$ cat config.mk
export PLATFORM = sky130hd
export DESIGN_NAME = sfa_alu
export DESIGN_NICKNAME = d
export VERILOG_FILES = /design/src/sv/sfa_pkg.sv /design/src/sv/sfa_alu.sv
export SDC_FILE = /design/constraint.sdc
export NUM_CORES = 1
export LEC_CHECK = 0
export CELL_PAD_IN_SITES_DETAIL_PLACEMENT = 0
export CELL_PAD_IN_SITES_GLOBAL_PLACEMENT = 1
export CORE_MARGIN = 2
export CORE_UTILIZATION = 40
export DETAILED_ROUTE_END_ITERATION = 12
export DONT_BUFFER_PORTS = 1
export PLACE_DENSITY = 0.8
export SETUP_SLACK_MARGIN = 0.5
export SYNTH_ARGS = -nofsm -noshare
export SYNTH_HDL_FRONTEND = slang
export SYNTH_SLANG_ARGS = --single-unit
$ cat constraint.sdc
create_clock -name vclk -period 4.3
set_clock_uncertainty 0.1 [all_clocks]
set_input_delay 0.215 -clock vclk [all_inputs]
set_output_delay 0.215 -clock vclk [all_outputs]
set_load 0.02 [all_outputs]
$ cat src/sv/sfa_pkg.sv
// Shared types, codes and helpers for the spring force accumulator.
// No dependencies; imported by sfa_alu and spring_force_accumulator_core.
package sfa_pkg;

    // width of the shared add / compare unit (largest product is below 2^100)
    localparam int ALU_W = 100;

    typedef enum logic [1:0] {
        ACT_WRITE  = 2'd0,
        ACT_SPRING = 2'd1,
        ACT_READ   = 2'd2,
        ACT_CLEAR  = 2'd3
    } t_action;

    typedef enum logic [1:0] {
        CFG_NORMAL_K = 2'd0,
        CFG_LONG_K   = 2'd1,
        CFG_REST_TOL = 2'd2
    } t_cfg_index;

    localparam logic [31:0] NORMAL_K_RST = 32'd65536;
    localparam logic [31:0] LONG_K_RST   = 32'd65536;
    localparam logic [30:0] REST_TOL_RST = 31'd66;

    // force magnitude clamp, 2^33
    localparam logic [33:0] F_CLAMP = 34'h200000000;

    // saturating accumulate of one force component
    function automatic logic [31:0] sat_acc(input logic signed [31:0] acc,
                                            input logic signed [34:0] f,
                                            input logic               sub);
        logic signed [35:0] s;
        begin
            s = sub ? (36'(acc) - 36'(f)) : (36'(acc) + 36'(f));
            if (s > 36'sd2147483647) begin
                sat_acc = 32'h7fffffff;
            end else if (s < -36'sd2147483648) begin
                sat_acc = 32'h80000000;
            end else begin
                sat_acc = s[31:0];
            end
        end
    endfunction

endpackage

$ cat src/sv/sfa_alu.sv
// Shared wide add and compare-subtract unit.
// Depends on sfa_pkg for the operand width.
module sfa_alu (
    input  logic [sfa_pkg::ALU_W-1:0] i_a,
    input  logic [sfa_pkg::ALU_W-1:0] i_b,
    output logic [sfa_pkg::ALU_W-1:0] o_sum,
    output logic [sfa_pkg::ALU_W-1:0] o_diff,
    output logic                      o_ge
);
    import sfa_pkg::*;

    logic [ALU_W:0] w_sub;

    assign o_sum  = i_a + i_b;
    assign w_sub  = {1'b0, i_a} - {1'b0, i_b};
    assign o_diff = w_sub[ALU_W-1:0];
    assign o_ge   = ~w_sub[ALU_W];

endmodule

Yosys cells after proc, flatten, opt, wreduce, memory -nomap -nowiden
Index checks and enable logic that the tools add are counted.
Widths: inputs -> output; s select.
{"block": "classes", "add_sub_neg": 2, "n_mul": 0, "div_mod_pow": 0, "n_lt_le_gt_ge": 0, "n_eq_ne": 0, "n_shift": 0, "n_mux": 0, "n_bitwise": 1, "n_reduce_logical": 0}
{"op": "$sub 100x100->101", "n": 1}
{"op": "$add 100x100->100", "n": 1}
{"op": "$not 1->1", "n": 1}
{"block": "totals", "ff_bits": 0, "latchBits": 0, "mem_bits_rw": 0, "rom_bits": 0, "input_bits": 200, "memories": 0}

Logic depth before layout (Yosys ltp)
Gate-level depths: netlist of the first run.
{"block": "logic_depth", "word_depth": 2, "ltp_mapped": 15, "depth_no_buf": 15}

Worst setup path after synthesis of the first run
OpenSTA, ideal clock, no wires.
{"block": "synth_timing", "path_type": "input -> output", "start": "input port i_a[0] (netlist bit)", "end": "output port o_diff[72] (netlist bit)", "arrival_ps": 3591, "setup_slack_ps": 394, "stages": 15, "path_buffers": 0, "cell_sequence": "inv_1 > ha_1 > fa_1 > nand2b_1 > a21oi_1 > o22ai_1 > o31ai_1 > a41oi_1 > o41a_1 > o31ai_2 > or2_1 > a21oi_1 > o21ai_1 > a21boi_1 > xnor2_1"}
{"block": "synth_via", "elab_chain_cells": 1}
{"item": "start, declared", "line_no": "sfa_alu.sv:4", "source": "input logic [sfa_pkg::ALU_W-1:0] i_a,"}
{"item": "$sub 100x100->101", "line_no": "sfa_alu.sv:15", "source": "assign w_sub = {1'b0, i_a} - {1'b0, i_b};"}
{"item": "end, declared", "line_no": "sfa_alu.sv:7", "source": "output logic [sfa_pkg::ALU_W-1:0] o_diff,"}
Every way passes these cells.

Worst setup path in the final report of the first run
{"block": "layout_timing", "start": "input port i_b[1] (netlist bit)", "end": "output port o_diff[93] (netlist bit)"}
{"block": "layout_via", "elab_chain_cells": 1}
{"item": "start, declared", "line_no": "sfa_alu.sv:5", "source": "input logic [sfa_pkg::ALU_W-1:0] i_b,"}
{"item": "$sub 100x100->101", "line_no": "sfa_alu.sv:15"}
Every way passes these cells.

==> impl_summary.log, run 1 <==
[metrics] post-detailed-route count of antenna-violating nets: 0
[metrics] peak per-stage delay on the critical path: 0.49 ns
[metrics] seq_cells: 0
[metrics] DRT Wirelength: 55100 µm
[metrics] leading post-synthesis cells by cell area: sky130_fd_sc_hd__ha_1, sky130_fd_sc_hd__xnor2_1, sky130_fd_sc_hd__a21oi_1
[metrics] starting density of the core: 40.6%
[metrics] initial detailed-routing violation count: ~1400
[metrics] Layout Area Growth over Synthesis: 24.3%
[metrics] worst-path maximum fanout: 4
[metrics] data required time at the worst endpoint: between 3 and 4 ns
[metrics] io pins: 401
[metrics] most used cell along the critical path: sky130_fd_sc_hd__o31a_1
[metrics] sum of buffers and inverters on the critical path: 2
[metrics] final sum of negative setup slack: 0 ns
[metrics] Synthesis Warnings: 0
[metrics] top-area cell type share of the netlist area: between 20 and 25%
[metrics] kind of start point of the critical path: input port
[metrics] final-stage net count: approximately 2500
[metrics] max-slew violations: 0
[metrics] status: finished, final reports clean
[metrics] worst-case vdd ir drop: 0.108 mV
[metrics] post-synthesis sequential area ratio: 0%
[metrics] first-pass GRT wire length: just over 80000 µm
[metrics] pin count of the biggest net entering global routing: 17
[metrics] Global Route Usage Sum: between 30 and 40%
[metrics] area of the mapped netlist: 12400 µm²
[metrics] total iterations of the first detailed-routing run: 6
[metrics] number of diodes added for antenna fixing: 0
[metrics] CP cell instances: clkinvlp_4 -> ha_4 -> nor2b_4 -> o2111ai_4 -> a2111oi_4 -> o211ai_2 -> o21ai_4 -> a21oi_4 -> o41a_1 -> o31a_1 -> o31a_1 -> o21ai_2 -> a31oi_1 -> xnor2_1 -> buf_4
[metrics] Buffers on Ports: 0
[metrics] total half-perimeter wirelength after legalization and detailed placement: roughly 47000 µm
[metrics] vias in the first global route: approximately 15000
[metrics] final worst path period need: 4.12 ns
[metrics] final number of setup-violating endpoints: 0
[metrics] measured slew at the worst slew-check pin: about 0.84 ns
[metrics] number of distinct standard cells referenced by the synthesized netlist: 76
[metrics] overall die width: about 180 µm
[metrics] average detailed-routed wire length per instance: between 20 and 25 µm
[metrics] number of clock buffers in the layout: 0
[metrics] initial antenna violation count: 0
[metrics] Setup WS post-layout: ~0.18 ns
[metrics] global route total overflow: 0
[metrics] Cells after Synth: just under 2000
[metrics] static leakage: 6.63 nW
[metrics] setup repair after global routing missed its margin: yes
[metrics] count of final hold-check violations: 0
[metrics] Fmax achieved: 0.243 GHz
[metrics] CP delay by family, top: compound AO/OA/AOI/OAI gates
[metrics] number of placement rows: between 60 and 70
[metrics] Chip Height: about 180 µm
[metrics] net count after synthesis: between 2000 and 2500
[metrics] Worst Path Class, Setup: in2out
[metrics] critical path arrival: roughly 3.8 ns
[metrics] total of hold buffers inserted after clock tree synthesis: 0
[metrics] Worst Hold Launch: i_b[0]
[metrics] cell type contributing the most total cell area after synthesis: sky130_fd_sc_hd__ha_1
[metrics] core outline area: 30500 µm²
[metrics] critical path endpoint category: primary output
[metrics] Syn Area/Cell: 6.40 µm²
[metrics] post-layout util: about half
[metrics] final weighted congestion in routability-driven placement: between 1 and 1.5
[metrics] Final period util: a little over nine tenths
[metrics] relative max-transition margin: 43.3%
[metrics] max-cap check violation count: 0
[metrics] power density relative to cell area: ~220 nW/µm²
[metrics] vias after detailed routing: 15400
[metrics] hold crit path type: in2out
[metrics] pre-CTS worst setup slack: -0.0121 ns
[metrics] Via-to-Cell Ratio: around 6.2
[metrics] Critical Path Start: i_b[1]
[metrics] DRC: 0
[metrics] share of layout cells above drive strength 1: approximately a fifth
[metrics] overall die area: between 30000 and 40000 µm²
[metrics] Worst path slowest cell: sky130_fd_sc_hd__a2111oi_4
[metrics] area taken by flip-flops and latches: 0 µm²
-- what timing repair did --
item                       in CTS  in global routing
setup endpoints to repair      70                 62
pin swaps                      43                 42
gates resized for setup        83                109
buffers inserted               19                 15
-- cells by family (layout without fill, tap and decap cells) --
logic type / after synthesis / count (layout) / share of synthesized area (%)
adder cells (fa/ha/maj): 201 / 201 / 20.4
XOR/XNOR: 195 / 195 / 13.8
AO/OA/AOI/OAI: 675 / 675 / 34.7
buffers and inverters: 310 / 462 / 9.61
AND/OR/NAND/NOR: 551 / 551 / 21.5
-- synth_stat cells, types with 12 or more instances --
| master | instances |
|---|---|
| sky130_fd_sc_hd__o31ai_1 | 40 |
| sky130_fd_sc_hd__a21oi_1 | 266 |
| sky130_fd_sc_hd__o21ai_0 | 68 |
| sky130_fd_sc_hd__clkbuf_1 | 62 |
| sky130_fd_sc_hd__ha_1 | 199 |
| sky130_fd_sc_hd__buf_1 | 17 |
| sky130_fd_sc_hd__o211ai_1 | 14 |
| sky130_fd_sc_hd__or4_1 | 14 |
| sky130_fd_sc_hd__xor2_1 | 13 |
| sky130_fd_sc_hd__nor4_1 | 47 |
| sky130_fd_sc_hd__nor2_1 | 177 |
| sky130_fd_sc_hd__nand3_1 | 33 |
| sky130_fd_sc_hd__nand2_1 | 118 |
| sky130_fd_sc_hd__nand4_1 | 55 |
| sky130_fd_sc_hd__o21ai_1 | 35 |
| sky130_fd_sc_hd__inv_1 | 211 |
| sky130_fd_sc_hd__nor2b_1 | 21 |
| sky130_fd_sc_hd__nor3_1 | 34 |
| sky130_fd_sc_hd__a31oi_1 | 26 |
| sky130_fd_sc_hd__o21bai_1 | 67 |
| sky130_fd_sc_hd__nand2b_1 | 21 |
| sky130_fd_sc_hd__xnor2_1 | 182 |
| sky130_fd_sc_hd__a211oi_1 | 13 |
| sky130_fd_sc_hd__a21o_1 | 34 |
| sky130_fd_sc_hd__a41oi_1 | 12 |
-- cell type report --
class | instances | area [µm²]
Fill cell | 3152 | 15100
Multi-Input combinational cell | 1622 | 12200
Timing Repair Buffer | 243 | 1850
Inverter | 219 | 832
Tap cell | 396 | 495
-- through the flow --
step / hold slack [ns] / instances / power [mW] / instance area (µm²)
2_1_floorplan: 0.519 / 1932 / 2.13 / 12400
3_3_place_gp: 0.568 / 2446 / 3.14 / 14100
3_5_place_dp: 0.588 / 2446 / 3.14 / 14100
4_1_cts: 0.589 / 2465 / 3.27 / 14700
5_1_grt: 0.595 / 2480 / 3.64 / 15400
6_report: 0.590 / 2480 / 3.45 / 15400
-- routing by layer --
layer | vias up | GRT usage [%] | wire, µm
li1 | 7186 | - | -
met1 | 7342 | 37.7 | 21900
met2 | 706 | 56.0 | 26800
met3 | 122 | 5.83 | 4510
met4 | 0 | 8.65 | 1950
met5 | - | 0 | 0
-- power by group --
part	leakage, nW	switching [mW]	total, mW	internal, mW
logic	6.63	2.21	3.45	1.24
clock network	0	0	0	0
registers	0	0	0	0
total	6.63	2.21	3.45	1.24
-- final timing paths --
| path | end | cells past startpoint | slack, ns |
|---|---|---|---|
| setup / recovery | o_diff[93] | 15 | 0.18 |
| hold / removal | o_sum[0] | 2 | 0.59 |
-- cell usage in the layout (no fill, tap or decap), drive strengths merged, types with 22 or more instances in the layout --
cell and instances:
nor2b 22, buf 243, o31ai 41, nand4 55, xnor2 182, ha 199, nor2 177, a21oi 267
nor3 34, o21ai 104, nand2 118, inv 213, a31oi 26, nor4 47, a21o 34, nand3 33
o21bai 68
No activity file was read; power rests on OpenSTA's default activity.
==> run 2, diff against run 1 <==
Settings changed: REMOVE_ABC_BUFFERS from default to 1.
Clock period 4.3 ns to 4.6 ns, I/O delays scaled along.
==> impl_summary.log, run 2 (synthesized netlist as in run 1, its figures left out) <==
[metrics] most used cell along the critical path: sky130_fd_sc_hd__o31a_1
[metrics] initial antenna violation count: 0
[metrics] measured slew at the worst slew-check pin: ~0.84 ns
[metrics] DRC: 0
[metrics] total stage count of the critical path: 15
[metrics] initial detailed-routing violation count: 1448
[metrics] number of clock buffers in the layout: 0
[metrics] post-detailed-route count of antenna-violating nets: 0
[metrics] area used by multi-input combinational logic: 11600 µm²
[metrics] Global Route Usage Sum: a little over 30%
[metrics] data required time at the worst endpoint: ~4.3 ns
[metrics] max-slew violations: 0
[metrics] first-pass GRT wire length: between 80000 and 90000 µm
[metrics] seq_cells: 0
[metrics] static leakage: between 6 and 7 nW
[metrics] kind of start point of the critical path: input port
[metrics] CP delay by family, top: compound AO/OA/AOI/OAI gates
[metrics] commonest non-fill, non-tap cells in the layout: sky130_fd_sc_hd__a21oi_1, sky130_fd_sc_hd__inv_1, sky130_fd_sc_hd__ha_1
[metrics] share of layout cells above drive strength 1: roughly an eighth
[metrics] filler cell count in the final layout: 3288
[metrics] Worst path slowest cell: sky130_fd_sc_hd__a2111oi_4
[metrics] total iterations of the first detailed-routing run: 6
[metrics] overall die area: about 32000 µm²
[metrics] most common cell after layout, fill and taps aside: sky130_fd_sc_hd__a21oi_1
[metrics] part of the power in combinational logic: between 90% and 100%
[metrics] portion of total power attributed to sequential cells: 0%
[metrics] vias after detailed routing: roughly 15000
[metrics] final-stage net count: approximately 2400
[metrics] number of placement rows: 64
[metrics] Power Internal: ~0.95 mW
[metrics] max-cap check violation count: 0
[metrics] overall die width: around 180 µm
[metrics] hold crit path type: in2out
[metrics] sum of buffers and inverters on the critical path: 2
[metrics] peak per-stage delay on the critical path: 0.50 ns
[metrics] sw frac: slightly below 70%
[metrics] power density relative to cell area: ~210 nW/µm²
[metrics] vias in the first global route: about 14000
[metrics] Chip Height: 180 µm
[metrics] worst-path maximum fanout: 4
[metrics] Via-to-Cell Ratio: about 6.2
[metrics] endpoint with the worst hold slack: o_sum[0]
[metrics] final weighted congestion in routability-driven placement: 0.985
[metrics] Worst Hold Launch: i_b[0]
[metrics] setup repair after global routing missed its margin: yes
[metrics] core outline area: 30500 µm²
[metrics] Layout Area Growth over Synthesis: 12.8%
[metrics] Worst Path Class, Setup: in2out
[metrics] critical path arrival: around 3.8 ns
[metrics] part of the power in the clock network: 0%
[metrics] Buffers on Ports: 0
[metrics] io pins: ~400
[metrics] overall power of the completed layout: 2.93 mW
[metrics] worst-case vdd ir drop: between 0.09 and 0.1 mV
[metrics] starting density of the core: 40.6%
[metrics] pin count of the biggest net entering global routing: 17
[metrics] count of final hold-check violations: 0
[metrics] Final period util: 89.9%
[metrics] total half-perimeter wirelength after legalization and detailed placement: 45500 µm
[metrics] global route total overflow: 0
[metrics] relative max-transition margin: 43.6%
[metrics] CP cell instances: clkinvlp_4 -> ha_4 -> nor2b_4 -> o2111ai_4 -> a2111oi_4 -> o211ai_2 -> o21ai_2 -> a21oi_4 -> o41a_1 -> o31a_1 -> o31a_1 -> o21bai_2 -> a41oi_2 -> xnor2_1 -> buf_4
[metrics] DRT Wirelength: between 50000 and 60000 µm
[metrics] Fmax achieved: approximately 0.24 GHz
[metrics] area taken by flip-flops and latches: 0 µm²
[metrics] average detailed-routed wire length per instance: roughly 22 µm
[metrics] final sum of negative setup slack: 0 ns
[metrics] status: finished, final reports clean
[metrics] final number of setup-violating endpoints: 0
[metrics] Switching Power: about 2 mW
[metrics] number of diodes added for antenna fixing: 0
[metrics] count of cells along the worst hold path: 2
[metrics] critical path endpoint category: primary output
[metrics] final worst path period need: ~4.1 ns
[run 2: stage by stage]
stage          util [%]  worst slack, ns  instance area (µm²)  std cells  hold WS (ns)
6_report           45.8            0.466                14000       2374         0.628
5_1_grt            45.8            0.330                14000       2374         0.642
4_1_cts            44.7            0.439                13600       2368         0.602
3_5_place_dp       44.0            0.250                13400       2360         0.601
3_3_place_gp       44.0            0.278                13400       2360         0.599
2_1_floorplan         -            0.661                12000       1841         0.585
[run 2: area by class of cell]
type | instances | share of cell area, %
Multi-Input combinational cell | 1622 | 83.2
Timing Repair Buffer | 137 | 7.37
Inverter | 219 | 5.92
Tap cell | 396 | 3.55
[run 2: routing by layer]
layer	vias up	GRT usage [%]	wire length [µm]
met5	-	0	0
li1	6986	-	-
met4	0	10.3	2250
met2	740	52.5	24900
met1	6974	36.7	20900
met3	133	7.27	5250
[run 2: worst max-delay path by stage]
stage                start         end
floorplan           i_a[0]  o_diff[72]
global placement    i_b[3]  o_diff[97]
detailed placement  i_b[3]  o_diff[97]
CTS                 i_b[3]  o_diff[97]
global route        i_b[1]  o_diff[97]
finish              i_b[1]  o_diff[97]
[run 2: repair_timing]
item / 4_1_cts / 5_1_grt
setup buffers: 8 / 6
pin swaps: 12 / 20
setup endpoints to repair: 28 / 49
resized for setup: 24 / 53
hold buffers: 0 / 0
[run 2: power groups by stage]
stage,clock network [mW],registers (mW),logic [mW]
floorplan,0,0,1.97
global placement,0,0,2.79
detailed placement,0,0,2.78
CTS,0,0,2.83
global route,0,0,3.11
finish,0,0,2.93
==> run 3, diff against run 2 <==
Settings changed: RECOVER_POWER from default to 50.
==> impl_summary.log, run 3 (synthesized netlist as in run 1, its figures left out) <==
[metrics] pin count of the biggest net entering global routing: 17
[metrics] Power Internal: about 0.93 mW
[metrics] count of cells along the worst hold path: 2
[metrics] Chip Height: ~180 µm
[metrics] most common cell after layout, fill and taps aside: sky130_fd_sc_hd__a21oi_1
[metrics] number of diodes added for antenna fixing: 0
[metrics] filler cell count in the final layout: ~3300
[metrics] final number of setup-violating endpoints: 0
[metrics] sw frac: between 60% and 70%
[metrics] final weighted congestion in routability-driven placement: slightly below 1
[metrics] setup repair after global routing missed its margin: yes
[metrics] Layout Area Growth over Synthesis: 11.6%
[metrics] first-pass GRT wire length: 80600 µm
[metrics] area taken by flip-flops and latches: 0 µm²
[metrics] Buffers on Ports: 0
[metrics] Worst Path Class, Setup: in2out
[metrics] starting density of the core: 40.6%
[metrics] hold crit path type: in2out
[metrics] post-detailed-route count of antenna-violating nets: 0
[metrics] Final period util: roughly 92%
[metrics] core outline area: ~31000 µm²
[metrics] post-layout util: 45.3%
[metrics] portion of total power attributed to sequential cells: 0%
[metrics] count of final hold-check violations: 0
[metrics] total half-perimeter wirelength after legalization and detailed placement: approximately 45000 µm
[metrics] final-stage net count: between 2000 and 2500
[metrics] initial antenna violation count: 0
[metrics] max-cap check violation count: 0
[metrics] io pins: around 400
[metrics] DRT Wirelength: roughly 53000 µm
[metrics] post-placement cell area: about 13000 µm²
[metrics] power density relative to cell area: 210 nW/µm²
[metrics] area used by multi-input combinational logic: between 10000 and 15000 µm²
[metrics] worst-case vdd ir drop: roughly 0.092 mV
[metrics] Fmax achieved: approximately 0.24 GHz
[metrics] measured slew at the worst slew-check pin: 0.884 ns
[metrics] initial detailed-routing violation count: between 1000 and 1500
[metrics] part of the power in the clock network: 0%
[metrics] Global Route Usage Sum: between 30 and 40%
[metrics] overall power of the completed layout: 2.90 mW
[metrics] average detailed-routed wire length per instance: ~22 µm
[metrics] part of the power in combinational logic: 100.0%
[metrics] kind of start point of the critical path: input port
[metrics] Setup WS post-layout: between 0.3 and 0.4 ns
[metrics] pre-CTS worst setup slack: ~0.25 ns
[metrics] final non-filler cell area: about 14000 µm²
[metrics] global route total overflow: 0
[metrics] share of layout cells above drive strength 1: 10.1%
[metrics] seq_cells: 0
[metrics] static leakage: roughly 6 nW
[metrics] max-slew violations: 0
[metrics] vias after detailed routing: about 15000
[metrics] DRC: 0
[metrics] total iterations of the first detailed-routing run: 6
[metrics] Switching Power: 1.97 mW
[metrics] commonest non-fill, non-tap cells in the layout: sky130_fd_sc_hd__a21oi_1, sky130_fd_sc_hd__inv_1, sky130_fd_sc_hd__ha_1
[metrics] vias in the first global route: roughly 14000
[metrics] number of clock buffers in the layout: 0
[metrics] status: finished, final reports clean
[metrics] worst-path maximum fanout: 9
[metrics] final sum of negative setup slack: 0 ns
[metrics] critical path arrival: 3.90 ns
[metrics] Via-to-Cell Ratio: roughly 6.2
[metrics] data required time at the worst endpoint: between 4 and 5 ns
[metrics] relative max-transition margin: around two fifths
[metrics] overall die area: roughly 32000 µm²
[metrics] final worst path period need: 4.23 ns
[metrics] overall die width: approximately 180 µm
[metrics] critical path endpoint category: primary output
[metrics] number of placement rows: 64
## run 3: worst max-delay path, stage by stage
cell,delay [ns]
sky130_fd_sc_hd__inv_1,0.02
sky130_fd_sc_hd__ha_1,0.47
sky130_fd_sc_hd__a21o_1,0.17
sky130_fd_sc_hd__a21oi_1,0.10
sky130_fd_sc_hd__a2111oi_4,0.42
sky130_fd_sc_hd__o211ai_1,0.24
sky130_fd_sc_hd__o21ai_2,0.24
sky130_fd_sc_hd__a21oi_4,0.10
sky130_fd_sc_hd__o41a_1,0.40
sky130_fd_sc_hd__o31a_1,0.38
sky130_fd_sc_hd__o31a_1,0.43
sky130_fd_sc_hd__o21bai_2,0.20
sky130_fd_sc_hd__a41oi_2,0.16
sky130_fd_sc_hd__xnor2_1,0.17
sky130_fd_sc_hd__buf_4,0.16
## run 3: path summary, 6_finish.rpt
path | startpoint | end | slack (ns)
hold / removal | i_b[1] | o_diff[1] | 0.60
setup / recovery | i_b[3] | o_diff[97] | 0.37
## run 3: final cells by class
class,count,area share (%)
tap,396,3.59
timing repair buffer,137,7.09
multi-input combinational,1622,83.4
inverter,219,5.96
## run 3: metal layers
metal  wire length, µm  track usage [%]  share of wire (%)  vias up
li1                  -                -                  -     6978
met1             20800             36.7                 39     6969
met2             25000             52.5                 47      760
met3              5240             7.27                9.8      127
met4              2200             10.3                4.1        0
met5                 0                0                  0        -
## run 3: metrics by stage
stage	cells	hold slack, ns
after floorplan	1841	0.585
after global routing	2374	0.628
after CTS	2368	0.602
after detailed placement	2360	0.601
final	2374	0.600
after global placement	2360	0.599
## run 3: power groups by stage
stage | combinational, mW | sequential, mW | clock [mW]
floorplan | 1.97 | 0 | 0
global placement | 2.79 | 0 | 0
detailed placement | 2.78 | 0 | 0
CTS | 2.83 | 0 | 0
global route | 3.08 | 0 | 0
finish | 2.90 | 0 | 0
## run 3: timing repair
action / 4_1_cts / 5_1_grt
hold buffers: 0 / 0
gates resized for setup: 24 / 53
setup buffers: 8 / 6
endpoints found under the setup margin: 28 / 49
pin swaps: 12 / 20
